--- config.mk ---
export PLATFORM = sky130hd
export DESIGN_NAME = utf8_to_unicode_escape
export DESIGN_NICKNAME = d
export VERILOG_FILES = /design/src/rtl/core/utf8u_pkg.sv /design/src/rtl/core/utf8u_front.sv /design/src/rtl/core/utf8u_queue.sv /design/src/rtl/core/utf8u_back.sv /design/src/rtl/core/utf8_to_unicode_escape.sv
export SDC_FILE = /design/constraint.sdc
export NUM_CORES = 1
export LEC_CHECK = 0
export BUFFER_PORTS_ARGS = -buffer_cell sky130_fd_sc_hd__buf_2
export CORE_MARGIN = 2
export CORE_UTILIZATION = 35
export DETAILED_ROUTE_END_ITERATION = 16
export GPL_TIMING_DRIVEN = 1
export PLACE_DENSITY = 0.62
export REMOVE_ABC_BUFFERS = 1
export SYNTH_ARGS = -nofsm -noshare
export SYNTH_HDL_FRONTEND = slang
export SYNTH_SLANG_ARGS = --single-unit
--- constraint.sdc ---
create_clock -name clk -period 6.69 [get_ports clk]
set_input_delay 0.669 -clock clk [delete_from_list [all_inputs] [get_ports clk]]
set_output_delay 0.669 -clock clk [all_outputs]
set_load 0.02 [all_outputs]
--- src/rtl/core/utf8u_pkg.sv ---
// Shared types and helpers for the UTF-8 to backslash-u escape converter.
// Used by utf8u_front, utf8u_queue, utf8u_back and utf8_to_unicode_escape.
package utf8u_pkg;

  // Input transfer: one byte of text plus end-of-text mark
  typedef struct packed {
    logic [7:0] in_byte;
    logic       text_end;
  } in_t;

  // Output transfer: one character plus end-of-run mark
  typedef struct packed {
    logic [7:0] out_char;
    logic       run_last;
  } out_t;

  localparam int CodeW  = 21;
  localparam int QDepth = 4;
  localparam int QPtrW  = $clog2(QDepth);

  // Index of the last character of an escape with 4, 5 or 6 hex digits
  localparam logic [2:0] LastIdx4 = 3'd5;
  localparam logic [2:0] LastIdx5 = 3'd6;
  localparam logic [2:0] LastIdx6 = 3'd7;

  localparam logic [7:0] CharBslash = 8'h5C;
  localparam logic [7:0] CharU      = 8'h75;

  // One unit of work for the back end
  typedef struct packed {
    logic             is_escape; // 0: pass code[7:0] as is
    logic [CodeW-1:0] code;
    logic [2:0]       last_idx;  // index of the final character of this job
  } job_t;

  // Uppercase hex digit
  function automatic logic [7:0] hex_char(input logic [3:0] nib);
    logic [7:0] wide;
    wide = {4'b0000, nib};
    if (nib < 4'd10) begin
      hex_char = 8'h30 + wide;
    end else begin
      hex_char = 8'h37 + wide;
    end
  endfunction

endpackage

--- src/rtl/core/utf8u_front.sv ---
// Front end: UTF-8 sequence decoder. Classifies each byte, assembles code points
// and hands finished jobs to the queue. Depends on utf8u_pkg.
module utf8u_front (
  input  logic               clk,
  input  logic               rst,
  input  logic               in_valid,
  output logic               in_stall,
  input  utf8u_pkg::in_t     in_item,
  output logic               job_valid,
  input  logic               job_full,
  output utf8u_pkg::job_t    job
);

  logic [1:0]                    bytes_pending;
  logic [1:0]                    bytes_pending_next;
  logic [utf8u_pkg::CodeW-1:0]   code_accum;
  logic [utf8u_pkg::CodeW-1:0]   code_accum_next;
  logic [utf8u_pkg::CodeW-1:0]   cp;
  logic                          accept;
  logic                          finished;
  logic                          pass;
  logic [7:0]                    b;

  assign in_stall = job_full;
  assign accept   = in_valid && !job_full;
  assign b        = in_item.in_byte;

  // Byte classification and accumulation
  always_comb begin
    bytes_pending_next = bytes_pending;
    code_accum_next    = code_accum;
    finished           = 1'b0;
    pass               = 1'b0;
    if (bytes_pending != 2'd0) begin
      code_accum_next    = {code_accum[utf8u_pkg::CodeW-7:0], b[5:0]};
      bytes_pending_next = bytes_pending - 2'd1;
      finished           = (bytes_pending == 2'd1);
    end else if (b[7] == 1'b0) begin
      pass = 1'b1;
    end else if ((b & 8'hE0) == 8'hC0) begin
      code_accum_next    = {16'd0, b[4:0]};
      bytes_pending_next = 2'd1;
    end else if ((b & 8'hF0) == 8'hE0) begin
      code_accum_next    = {17'd0, b[3:0]};
      bytes_pending_next = 2'd2;
    end else if ((b & 8'hF8) == 8'hF0) begin
      code_accum_next    = {18'd0, b[2:0]};
      bytes_pending_next = 2'd3;
    end else begin
      // stray byte: code point zero
      code_accum_next = '0;
      finished        = 1'b1;
    end
    cp = code_accum_next;
    if (finished || in_item.text_end) begin
      code_accum_next = '0;
    end
    if (in_item.text_end) begin
      bytes_pending_next = 2'd0;
    end
  end

  // Job build
  always_comb begin
    job.is_escape = finished;
    if (pass) begin
      job.code     = {13'd0, b};
      job.last_idx = 3'd0;
    end else begin
      job.code = cp;
      if (cp > 21'hFFFFF) begin
        job.last_idx = utf8u_pkg::LastIdx6;
      end else if (cp > 21'hFFFF) begin
        job.last_idx = utf8u_pkg::LastIdx5;
      end else begin
        job.last_idx = utf8u_pkg::LastIdx4;
      end
    end
  end

  assign job_valid = in_valid && (pass || finished);

  // Decoder state
  always_ff @(posedge clk) begin
    if (rst) begin
      bytes_pending <= 2'd0;
      code_accum    <= '0;
    end else if (accept) begin
      bytes_pending <= bytes_pending_next;
      code_accum    <= code_accum_next;
    end
  end

endmodule

--- src/rtl/core/utf8u_queue.sv ---
// Job queue between decoder and serializer: small register FIFO.
// Depends on utf8u_pkg.
module utf8u_queue (
  input  logic             clk,
  input  logic             rst,
  input  logic             push,
  input  utf8u_pkg::job_t  push_job,
  output logic             full,
  output logic             q_valid,
  input  logic             pop,
  output utf8u_pkg::job_t  q_job
);

  utf8u_pkg::job_t              entries [utf8u_pkg::QDepth];
  logic [utf8u_pkg::QPtrW-1:0]  wr_ptr;
  logic [utf8u_pkg::QPtrW-1:0]  rd_ptr;
  logic [utf8u_pkg::QPtrW:0]    count;
  logic                         do_push;
  logic                         do_pop;

  assign full    = (count == (utf8u_pkg::QPtrW+1)'(utf8u_pkg::QDepth));
  assign q_valid = (count != '0);
  assign q_job   = entries[rd_ptr];
  assign do_push = push && !full;
  assign do_pop  = pop && q_valid;

  // Storage
  always_ff @(posedge clk) begin
    if (do_push) begin
      entries[wr_ptr] <= push_job;
    end
  end

  // Pointers and fill count
  always_ff @(posedge clk) begin
    if (rst) begin
      wr_ptr <= '0;
      rd_ptr <= '0;
      count  <= '0;
    end else begin
      if (do_push) begin
        wr_ptr <= wr_ptr + (utf8u_pkg::QPtrW)'(1);
      end
      if (do_pop) begin
        rd_ptr <= rd_ptr + (utf8u_pkg::QPtrW)'(1);
      end
      if (do_push && !do_pop) begin
        count <= count + (utf8u_pkg::QPtrW+1)'(1);
      end else if (do_pop && !do_push) begin
        count <= count - (utf8u_pkg::QPtrW+1)'(1);
      end
    end
  end

endmodule

--- src/rtl/core/utf8u_back.sv ---
// Back end: serializes one job into output characters, one per cycle while the
// output is not stalled, into a registered output stage. Depends on utf8u_pkg.
module utf8u_back (
  input  logic             clk,
  input  logic             rst,
  input  logic             q_valid,
  input  utf8u_pkg::job_t  q_job,
  output logic             pop,
  output logic             out_valid,
  input  logic             out_stall,
  output utf8u_pkg::out_t  out_item
);

  logic             cur_valid;
  utf8u_pkg::job_t  cur;
  logic [2:0]       idx;
  logic [2:0]       digit;
  logic [3:0]       nib;
  logic [7:0]       ch;
  logic             is_last;
  logic             load;
  logic             take_next;

  assign is_last   = (idx == cur.last_idx);
  assign load      = cur_valid && (!out_valid || !out_stall);
  assign take_next = !cur_valid || (load && is_last);
  assign pop       = take_next && q_valid;
  assign digit     = cur.last_idx - idx;

  // Nibble for the current hex digit position
  always_comb begin
    case (digit)
      3'd0:    nib = cur.code[3:0];
      3'd1:    nib = cur.code[7:4];
      3'd2:    nib = cur.code[11:8];
      3'd3:    nib = cur.code[15:12];
      3'd4:    nib = cur.code[19:16];
      3'd5:    nib = {3'b000, cur.code[20]};
      default: nib = 4'd0;
    endcase
  end

  // Character select
  always_comb begin
    if (!cur.is_escape) begin
      ch = cur.code[7:0];
    end else if (idx == 3'd0) begin
      ch = utf8u_pkg::CharBslash;
    end else if (idx == 3'd1) begin
      ch = utf8u_pkg::CharU;
    end else begin
      ch = utf8u_pkg::hex_char(nib);
    end
  end

  // Current job and character index
  always_ff @(posedge clk) begin
    if (rst) begin
      cur_valid <= 1'b0;
      idx       <= 3'd0;
    end else begin
      if (take_next) begin
        cur_valid <= q_valid;
        idx       <= 3'd0;
      end else if (load) begin
        idx <= idx + 3'd1;
      end
    end
  end

  always_ff @(posedge clk) begin
    if (take_next) begin
      cur <= q_job;
    end
  end

  // Output register
  always_ff @(posedge clk) begin
    if (rst) begin
      out_valid <= 1'b0;
    end else if (load) begin
      out_valid <= 1'b1;
    end else if (!out_stall) begin
      out_valid <= 1'b0;
    end
  end

  always_ff @(posedge clk) begin
    if (load) begin
      out_item.out_char <= ch;
      out_item.run_last <= is_last;
    end
  end

endmodule

--- src/rtl/core/utf8_to_unicode_escape.sv ---
// UTF-8 to backslash-u escape converter, top level.
// Depends on utf8u_pkg, utf8u_front, utf8u_queue and utf8u_back.
//
// Takes one text byte per cycle whenever the job queue has room. ASCII bytes
// come out unchanged; each finished multi-byte sequence or stray byte comes
// out as a backslash, 'u' and 4 to 6 uppercase hex digits (6 to 8 characters),
// one character per cycle from the serializer while the output is not stalled.
// Pure ASCII streams flow at 1 byte per cycle while the output is not stalled;
// escape runs are limited by the serializer at one character per cycle, and a
// 4-entry job queue lets input continue while a run drains. Lead bytes and
// continuation bytes that do not finish a sequence produce no output. An
// unfinished sequence at the end of the text is dropped.
module utf8_to_unicode_escape (
  input  logic             clk,
  input  logic             rst,
  input  logic             in_valid,
  output logic             in_stall,
  input  utf8u_pkg::in_t   in_item,
  output logic             out_valid,
  input  logic             out_stall,
  output utf8u_pkg::out_t  out_item
);

  logic             job_valid;
  logic             job_full;
  utf8u_pkg::job_t  job;
  logic             q_valid;
  logic             pop;
  utf8u_pkg::job_t  q_job;

  utf8u_front u_front (
    .clk       (clk),
    .rst       (rst),
    .in_valid  (in_valid),
    .in_stall  (in_stall),
    .in_item   (in_item),
    .job_valid (job_valid),
    .job_full  (job_full),
    .job       (job)
  );

  utf8u_queue u_queue (
    .clk      (clk),
    .rst      (rst),
    .push     (job_valid),
    .push_job (job),
    .full     (job_full),
    .q_valid  (q_valid),
    .pop      (pop),
    .q_job    (q_job)
  );

  utf8u_back u_back (
    .clk       (clk),
    .rst       (rst),
    .q_valid   (q_valid),
    .q_job     (q_job),
    .pop       (pop),
    .out_valid (out_valid),
    .out_stall (out_stall),
    .out_item  (out_item)
  );

endmodule

==> results.md, run 1 <==
* CTS Buffer Depth at 2
* Final Non-Filler Cells at between 600 and 700
* Family with the most delay on the worst path: adder cells
* Flop pwr share at between 40% and 50%
* Synthesized cell area at 6590 sq um
* CP arrival at roughly 3200 ps
* Area growth, synth to finish at 14.9%
* Clock network power share at between 30% and 40%
* Boundary Pins at 24
* Starting DRT DRC Count at 260
* Number of fill cells at about 1600
* DP Area at 6970 sq um
* R2R depth at 10
* Logic pwr share at between 20 and 25%
* Slowest cell on the critical path: ha_1
* PortBufs at 23
* Pwr dens at ~400 nW/um^2
* # setup viols final at 0
* Buf+Inv Stages, Crit Path at 2
* Sequential area share after synthesis at between 60% and 70%
* Placed cells at about 650
* Largest net degree at the start of global routing at 32
* Yosys reg bits at 163
* RSZ-0062 raised after global routing: false
* Antenna violations before repair at 0
* Leak at around 2.6 nW
* VDD IR max at 0.192 mV
* Post-Syn Instances at 400
* Sw Share at 28.0%
* Post-CTS Resized at 0
* Initial core utilization at 35.5%
* Met2 wire length at ~5.7 mm
* Worst path depth at 10
* Row count at 50
* First-pass GRT wire length at approximately 19 mm
* Drt pass-1 iters at 4
* Commonest cells after routing, fill and taps aside: edfxtp_1 (134), mux4_2 (29), dfxtp_1 (28), nor2_1 (24)
* CTS buffer count at 17
* Fmax at 357 MHz
* Worst Hold Class: flop to flop
* Final core occ at between 40% and 50%
* Slowest stage delay, CP at between 400 and 500 ps
* Wire length on met3 at 617 microns
* Setup TNS at 0 ps
* Worst-margin pin slew at between 1000 and 1500 ps
* Layout cells sized above 1 at around 21%
* Grt ovf at 0
* Synth warn at 0
* Root Driver: clkbuf_16
* Post-route ant nets at 0
* Commonest non-fill, non-tap cell in the layout: edfxtp_1
* Crit Path Class: flop to flop
* Status: completed
* Core Region at 18600 sq um
* TritonCTS Sinks at between 150 and 200
* EDFF count, synth at 134
* CP Max Fanout at 31
* Mean Syn Cell Area at roughly 16 sq um
* TritonCTS clock tree: done
* Rel. slew slack at ~22%
* Die X at between 100 and 150 microns
* Die Area at 20000 sq um
* Max-cap violations at 0
* Vias per cell at ~5
* Most frequent CP cell: ha_1
* Final min period at roughly 2800 ps
* Crit share post-route at a little over two fifths
* Clk slew on worst S/H paths at ~60 ps
* Async SR Flop Fraction at 0%
* GP Congestion at ~0.85
* Metal-1 WL at between 5 and 6 mm
* Post-CTS setup buffer count at 0
* Total GRT Usage at between 10 and 15%
* # hold bufs at CTS at 0
* Top FF cell, synth: edfxtp_1
* CP cell instances: ha_1 > a41o_1 > buf_4 > nand2_1 > ha_1 > inv_1 > fa_1 > xor2_1 > or3_1 > a21oi_1
* Die H at 141 microns
* Synth cell types at around 50
* Detailed placer's ending HPWL at about 7.7 mm
* CP Launch Type: flop
* DR top layer: met4
* H-tree levels at 4
* WL final at between 10 and 15 mm
* P_int at ~2.2 mW
* Nets@finish at between 400 and 500
* Avg WL per Cell at 17.6 microns
* Fin. max-slew vios at 0
* Final hold viol count at 0
* Residual DRC at 0
* Vias in the first global route at about 3600
* Hold path depth at 1
* Net Switching at between 0.8 and 0.9 mW
* Worst-Skew Late Latency at about 420 ps
* Final instance area at ~7600 sq um
* CP Capture Type: flop
* Number of diodes at 0
* Worst Path Required at just over 7000 ps
* Via count at 3410
* Final Skew at 11.5 ps
[stage by stage]
stage | power, mW | setup WS [ps] | hold WS [ps]
2_1_floorplan | 1.93 | 3800 | 435
6_report | 3.09 | 3890 | 472
4_1_cts | 3.13 | 3850 | 475
3_5_place_dp | 2.15 | 3650 | 455
3_3_place_gp | 2.12 | 3720 | 457
5_1_grt | 3.24 | 3620 | 504
[kinds of logic (layout without fill, tap and decap cells)]
logic type               after synthesis  count (layout)  share of synthesized area (%)
multiplexers                          32              32                           10.4
flip-flops                           163             163                           69.8
adder cells (fa/ha/maj)               12              12                           2.50
buffers and inverters                 33              76                           2.03
XOR/XNOR                              11              11                           1.69
AND/OR/NAND/NOR                       89              89                           7.23
AO/OA/AOI/OAI                         60              60                           6.36
[state kept, by name, indices dropped and copies added, names as in the netlist]
signal / count
u_queue.rd_ptr: 2
u_back.out_valid: 1
u_front.bytes_pending: 2
u_back.idx: 3
u_queue.wr_ptr: 2
u_front.code_accum: 15
u_queue.entries: 100
u_queue.count: 3
u_back.out_item: 9
u_back.cur: 25
u_back.cur_valid: 1
[power groups by stage]
stage,clock [mW],sequential (mW),combinational [mW]
after floorplan,0,1.45,0.480
after global placement,0,1.45,0.675
after detailed placement,0,1.45,0.696
after CTS,1.00,1.43,0.699
after global routing,1.04,1.45,0.752
final,0.974,1.42,0.690
[worst paths after layout]
check                                                           to  slack (ps)                                from
worst max register to register       u_queue.count[2]$_SDFFE_PP0P_        3890          u_back.idx[0]$_SDFFE_PP0P_
worst min-delay path            u_front.code_accum[9]$_SDFFE_PP0P_         470  u_front.code_accum[9]$_SDFFE_PP0P_
worst max-delay path                 u_queue.count[2]$_SDFFE_PP0P_        3890          u_back.idx[0]$_SDFFE_PP0P_
worst min register to register  u_front.code_accum[9]$_SDFFE_PP0P_         470  u_front.code_accum[9]$_SDFFE_PP0P_
[layout make-up]
type	instances	area, sq um	area share, %
Inverter	14	52.6	0.694
Clock buffer	19	443	5.85
Timing Repair Buffer	30	168	2.21
Tap cell	234	293	3.86
Multi-Input combinational cell	204	1860	24.5
Sequential cell	163	4610	60.8
Clock inverter	13	159	2.10
[synth_stat cells, drive strengths merged, types with 2 or more instances]
| cell | count | area share (%) |
|---|---|---|
| nor3 | 8 | 0.61 |
| fa | 2 | 0.61 |
| nand2 | 11 | 0.63 |
| edfxtp | 134 | 61 |
| nand2b | 2 | 0.19 |
| inv | 14 | 0.80 |
| or4 | 2 | 0.23 |
| nor2 | 24 | 1.4 |
| dfxtp | 29 | 8.8 |
| nand3b | 2 | 0.23 |
| buf | 6 | 0.44 |
| mux2i | 3 | 0.46 |
| xnor2 | 4 | 0.53 |
| a211oi | 2 | 0.23 |
| a21oi | 19 | 1.4 |
| nor2b | 23 | 2.2 |
| nand3 | 2 | 0.15 |
| xor2 | 6 | 0.80 |
| or3 | 3 | 0.36 |
| a22o | 11 | 1.5 |
| a22oi | 4 | 0.46 |
| o21ai | 8 | 0.61 |
| ha | 10 | 1.9 |
| and2 | 6 | 0.57 |
| mux4 | 29 | 9.9 |
| o211ai | 3 | 0.42 |
| or3b | 2 | 0.27 |
| clkbuf | 13 | 0.80 |
| a21o | 2 | 0.23 |
[layer usage]
| layer | vias to the layer above | track usage, % |
|---|---|---|
| li1 | 1606 | - |
| met1 | 1715 | 17.3 |
| met2 | 76 | 19.7 |
| met3 | 13 | 3.41 |
| met4 | 0 | 5.95 |
| met5 | - | 0 |
(Power assumes the default switching activity.)
==> inputs of run 2 (changes only) <==
==> constraint.sdc (replaced) <==
create_clock -name clk -period 2.63 [get_ports clk]
set_input_delay 0.263 -clock clk [delete_from_list [all_inputs] [get_ports clk]]
set_output_delay 0.263 -clock clk [all_outputs]
set_load 0.02 [all_outputs]
==> results.md, run 2 (synthesis results as in run 1) <==
* Root Driver: clkbuf_16 (unchanged)
* Sw Share at 28.9% (was 28.0%)
* Core Region at 18600 sq um (unchanged)
* Grt ovf at 0 (unchanged)
* DP Area at 7130 sq um (was 6970 sq um)
* Status: completed (unchanged)
* Total GRT Usage at 13.6% (was 12.9%)
* Regs by FF count: u_queue.entries: 100 flops, u_back.cur: 25 flops, u_front.code_accum: 15 flops (unchanged)
* Detailed placer's ending HPWL at 8.25 mm (was 7.73 mm)
* Placed cells at 657 (was 645)
* Worst-margin pin slew at 639 ps (was 1170 ps)
* Vias in the first global route at 3576 (was 3555)
* Fmax at 401 MHz (was 357 MHz)
* Post-route ant nets at 0 (unchanged)
* H-tree levels at 4 (unchanged)
* Crit Path Class: flop to flop (unchanged)
* Drt pass-1 iters at 4 (unchanged)
* Worst Path Required at 2800 ps (was 7040 ps)
* Nets@finish at 467 (was 455)
* GP Congestion at 0.831 (was 0.848)
* Worst-Skew Late Latency at 420 ps (about the same)
* Pwr dens at 1010 nW/um^2 (was 408 nW/um^2)
* Final hold viol count at 0 (unchanged)
* First-pass GRT wire length at 20.0 mm (was 19.1 mm)
* Final min period at 2490 ps (was 2800 ps)
* Max reg flops at 100 (unchanged)
* Dpl ws at 69.5 ps (was 3650 ps)
* Antenna violations before repair at 0 (unchanged)
* Leak at 2.63 nW (was 2.60 nW)
* Max-cap violations at 0 (unchanged)
* Slack of the critical path at 137 ps (was 3890 ps)
* Rel. slew slack at 56.9% (was 21.7%)
* Slowest stage delay, CP at 490 ps (about the same)
* Vias per cell at 5.03 (was 5.04)
* Avg WL per Cell at 17.9 microns (was 17.6 microns)
* Clock network power share at 29.1% (was 31.6%)
* CP arrival at 2660 ps (was 3150 ps)
* CP Capture Type: flop (unchanged)
* PortBufs at 23 (unchanged)
* Boundary Pins at 24 (unchanged)
* WL final at 12.3 mm (was 11.9 mm)
* Die Area at 20000 sq um (unchanged)
* RSZ-0062 raised after global routing: true (was false)
* CP cell instances: inv_1 > ha_1 > inv_1 > fa_2 > nand3b_1 > or3_4 > a221oi_2 > xnor2_1 > a22o_1 (was ha_1 > a41o_1 > buf_4 > nand2_1 > ha_1 > inv_1 > fa_1 > xor2_1 > or3_1 > a21oi_1)
* Layout cells sized above 1 at 23.3% (was 21.4%)
* TritonCTS clock tree: done (unchanged)
* Final Non-Filler Cells at 689 (was 677)
* Number of diodes at 0 (unchanged)
* Largest net degree at the start of global routing at 31 (was 32)
* Slowest cell on the critical path: fa_2 (was ha_1)
* Logic pwr share at 24.7% (was 22.4%)
* Worst Hold Class: primary input to flop (was flop to flop)
* CP Max Fanout at 6 (was 31)
* CP Launch Type: flop (unchanged)
* Die X at 141 microns (unchanged)
* Starting DRT DRC Count at 193 (was 260)
* Flop pwr share at 46.2% (was 46.1%)
* Family with the most delay on the worst path: adder cells (unchanged)
* Commonest cells after routing, fill and taps aside: edfxtp_1 (134), mux4_2 (29), dfxtp_1 (28), nor2_1 (24) (unchanged)
* Net Switching at 2.24 mW (was 0.863 mW)
* TritonCTS Sinks at 163 (unchanged)
* Total power draw at 7.76 mW (was 3.09 mW)
* Crit share post-route at 94.8% (was 41.9%)
* # hold bufs at CTS at 0 (unchanged)
* P_int at 5.52 mW (was 2.22 mW)
* Fin. max-slew vios at 0 (unchanged)
* VDD IR max at 0.444 mV (was 0.192 mV)
* CTS Buffer Depth at 2 (unchanged)
* Area growth, synth to finish at 16.4% (was 14.9%)
* Initial core utilization at 35.5% (unchanged)
* Residual DRC at 0 (unchanged)
* Buf+Inv Stages, Crit Path at 2 (unchanged)
* Largest Register: u_queue.entries (unchanged)
* Die H at 141 microns (unchanged)
* Final core occ at 41.3% (was 40.8%)
* Most frequent CP cell: inv_1 (was ha_1)
* Row count at 50 (unchanged)
* Number of fill cells at 1644 (was 1631)
* # setup viols final at 0 (unchanged)
* Clk slew on worst S/H paths at 60 ps (about the same)
* Commonest non-fill, non-tap cell in the layout: edfxtp_1 (unchanged)
* Via count at 3466 (was 3410)
* Final instance area at 7680 sq um (was 7580 sq um)
* Final Skew at 8.13 ps (was 11.5 ps)
* CTS buffer count at 17 (unchanged)
## run 2: cell count changes in the layout (fill, tap and decap cells not counted), sizes merged
cell / before / now
clkinv: 6 / 7
clkbuf: 19 / 18
buf: 30 / 42
clkinvlp: 3 / 5
bufinv: 3 / 1
## run 2: repair_timing
action                                  CTS  global route
gates resized for setup                   0             3
endpoints found under the setup margin    0             6
setup buffers                             0             0
## run 2: worst reg2reg max path, stage by stage (launching register included)
cell	delay (ps)
edfxtp_1	320
inv_1	40
ha_1	170
inv_1	80
fa_2	490
nand3b_1	200
or3_4	350
a221oi_2	300
xnor2_1	110
a22o_1	200
## run 2: cell type report
class | instances | area [sq um] | area share (%)
sequential | 163 | 4610 | 60.0
multi-input combinational | 204 | 1860 | 24.3
clock buffer | 18 | 429 | 5.59
timing repair buffer | 42 | 320 | 4.17
tap | 234 | 293 | 3.81
clock inverter | 14 | 114 | 1.48
inverter | 14 | 52.6 | 0.684
## run 2: worst paths after layout
path	from	to	slack, ps	cells after the start
hold reg to reg	u_front.code_accum[9]$_SDFFE_PP0P_	u_front.code_accum[9]$_SDFFE_PP0P_	470	1
setup reg to reg	u_back.cur[0]$_DFFE_PP_	u_back.out_item[2]$_DFFE_PP_	140	9
setup / recovery	u_back.cur[0]$_DFFE_PP_	u_back.out_item[2]$_DFFE_PP_	140	9
hold / removal	in_item[2]	u_front.code_accum[1]$_SDFFE_PP0P_	110	3
## run 2: power by group through the flow
stage	Clock, mW	Combinational, mW	Sequential (mW)
after floorplan	0	1.22	3.69
after global placement	0	1.87	3.63
after detailed placement	0	1.92	3.65
after CTS	2.32	1.93	3.60
after global routing	2.43	2.11	3.64
final	2.26	1.92	3.59
## run 2: per-layer routing
layer	share of wire, %	global-route usage, %	up-vias
li1	-	-	1639
met1	47	18.9	1741
met2	47	20.3	74
met3	4.9	4.76	12
met4	1.1	3.79	0
met5	0	0	-
## run 2: metrics by stage
stage / TNS [ps] / hold slack [ps]
2_1_floorplan: -484 / 332
3_3_place_gp: 0 / 458
3_5_place_dp: 0 / 454
4_1_cts: 0 / 80.2
5_1_grt: -70.0 / 89.7
6_report: 0 / 105
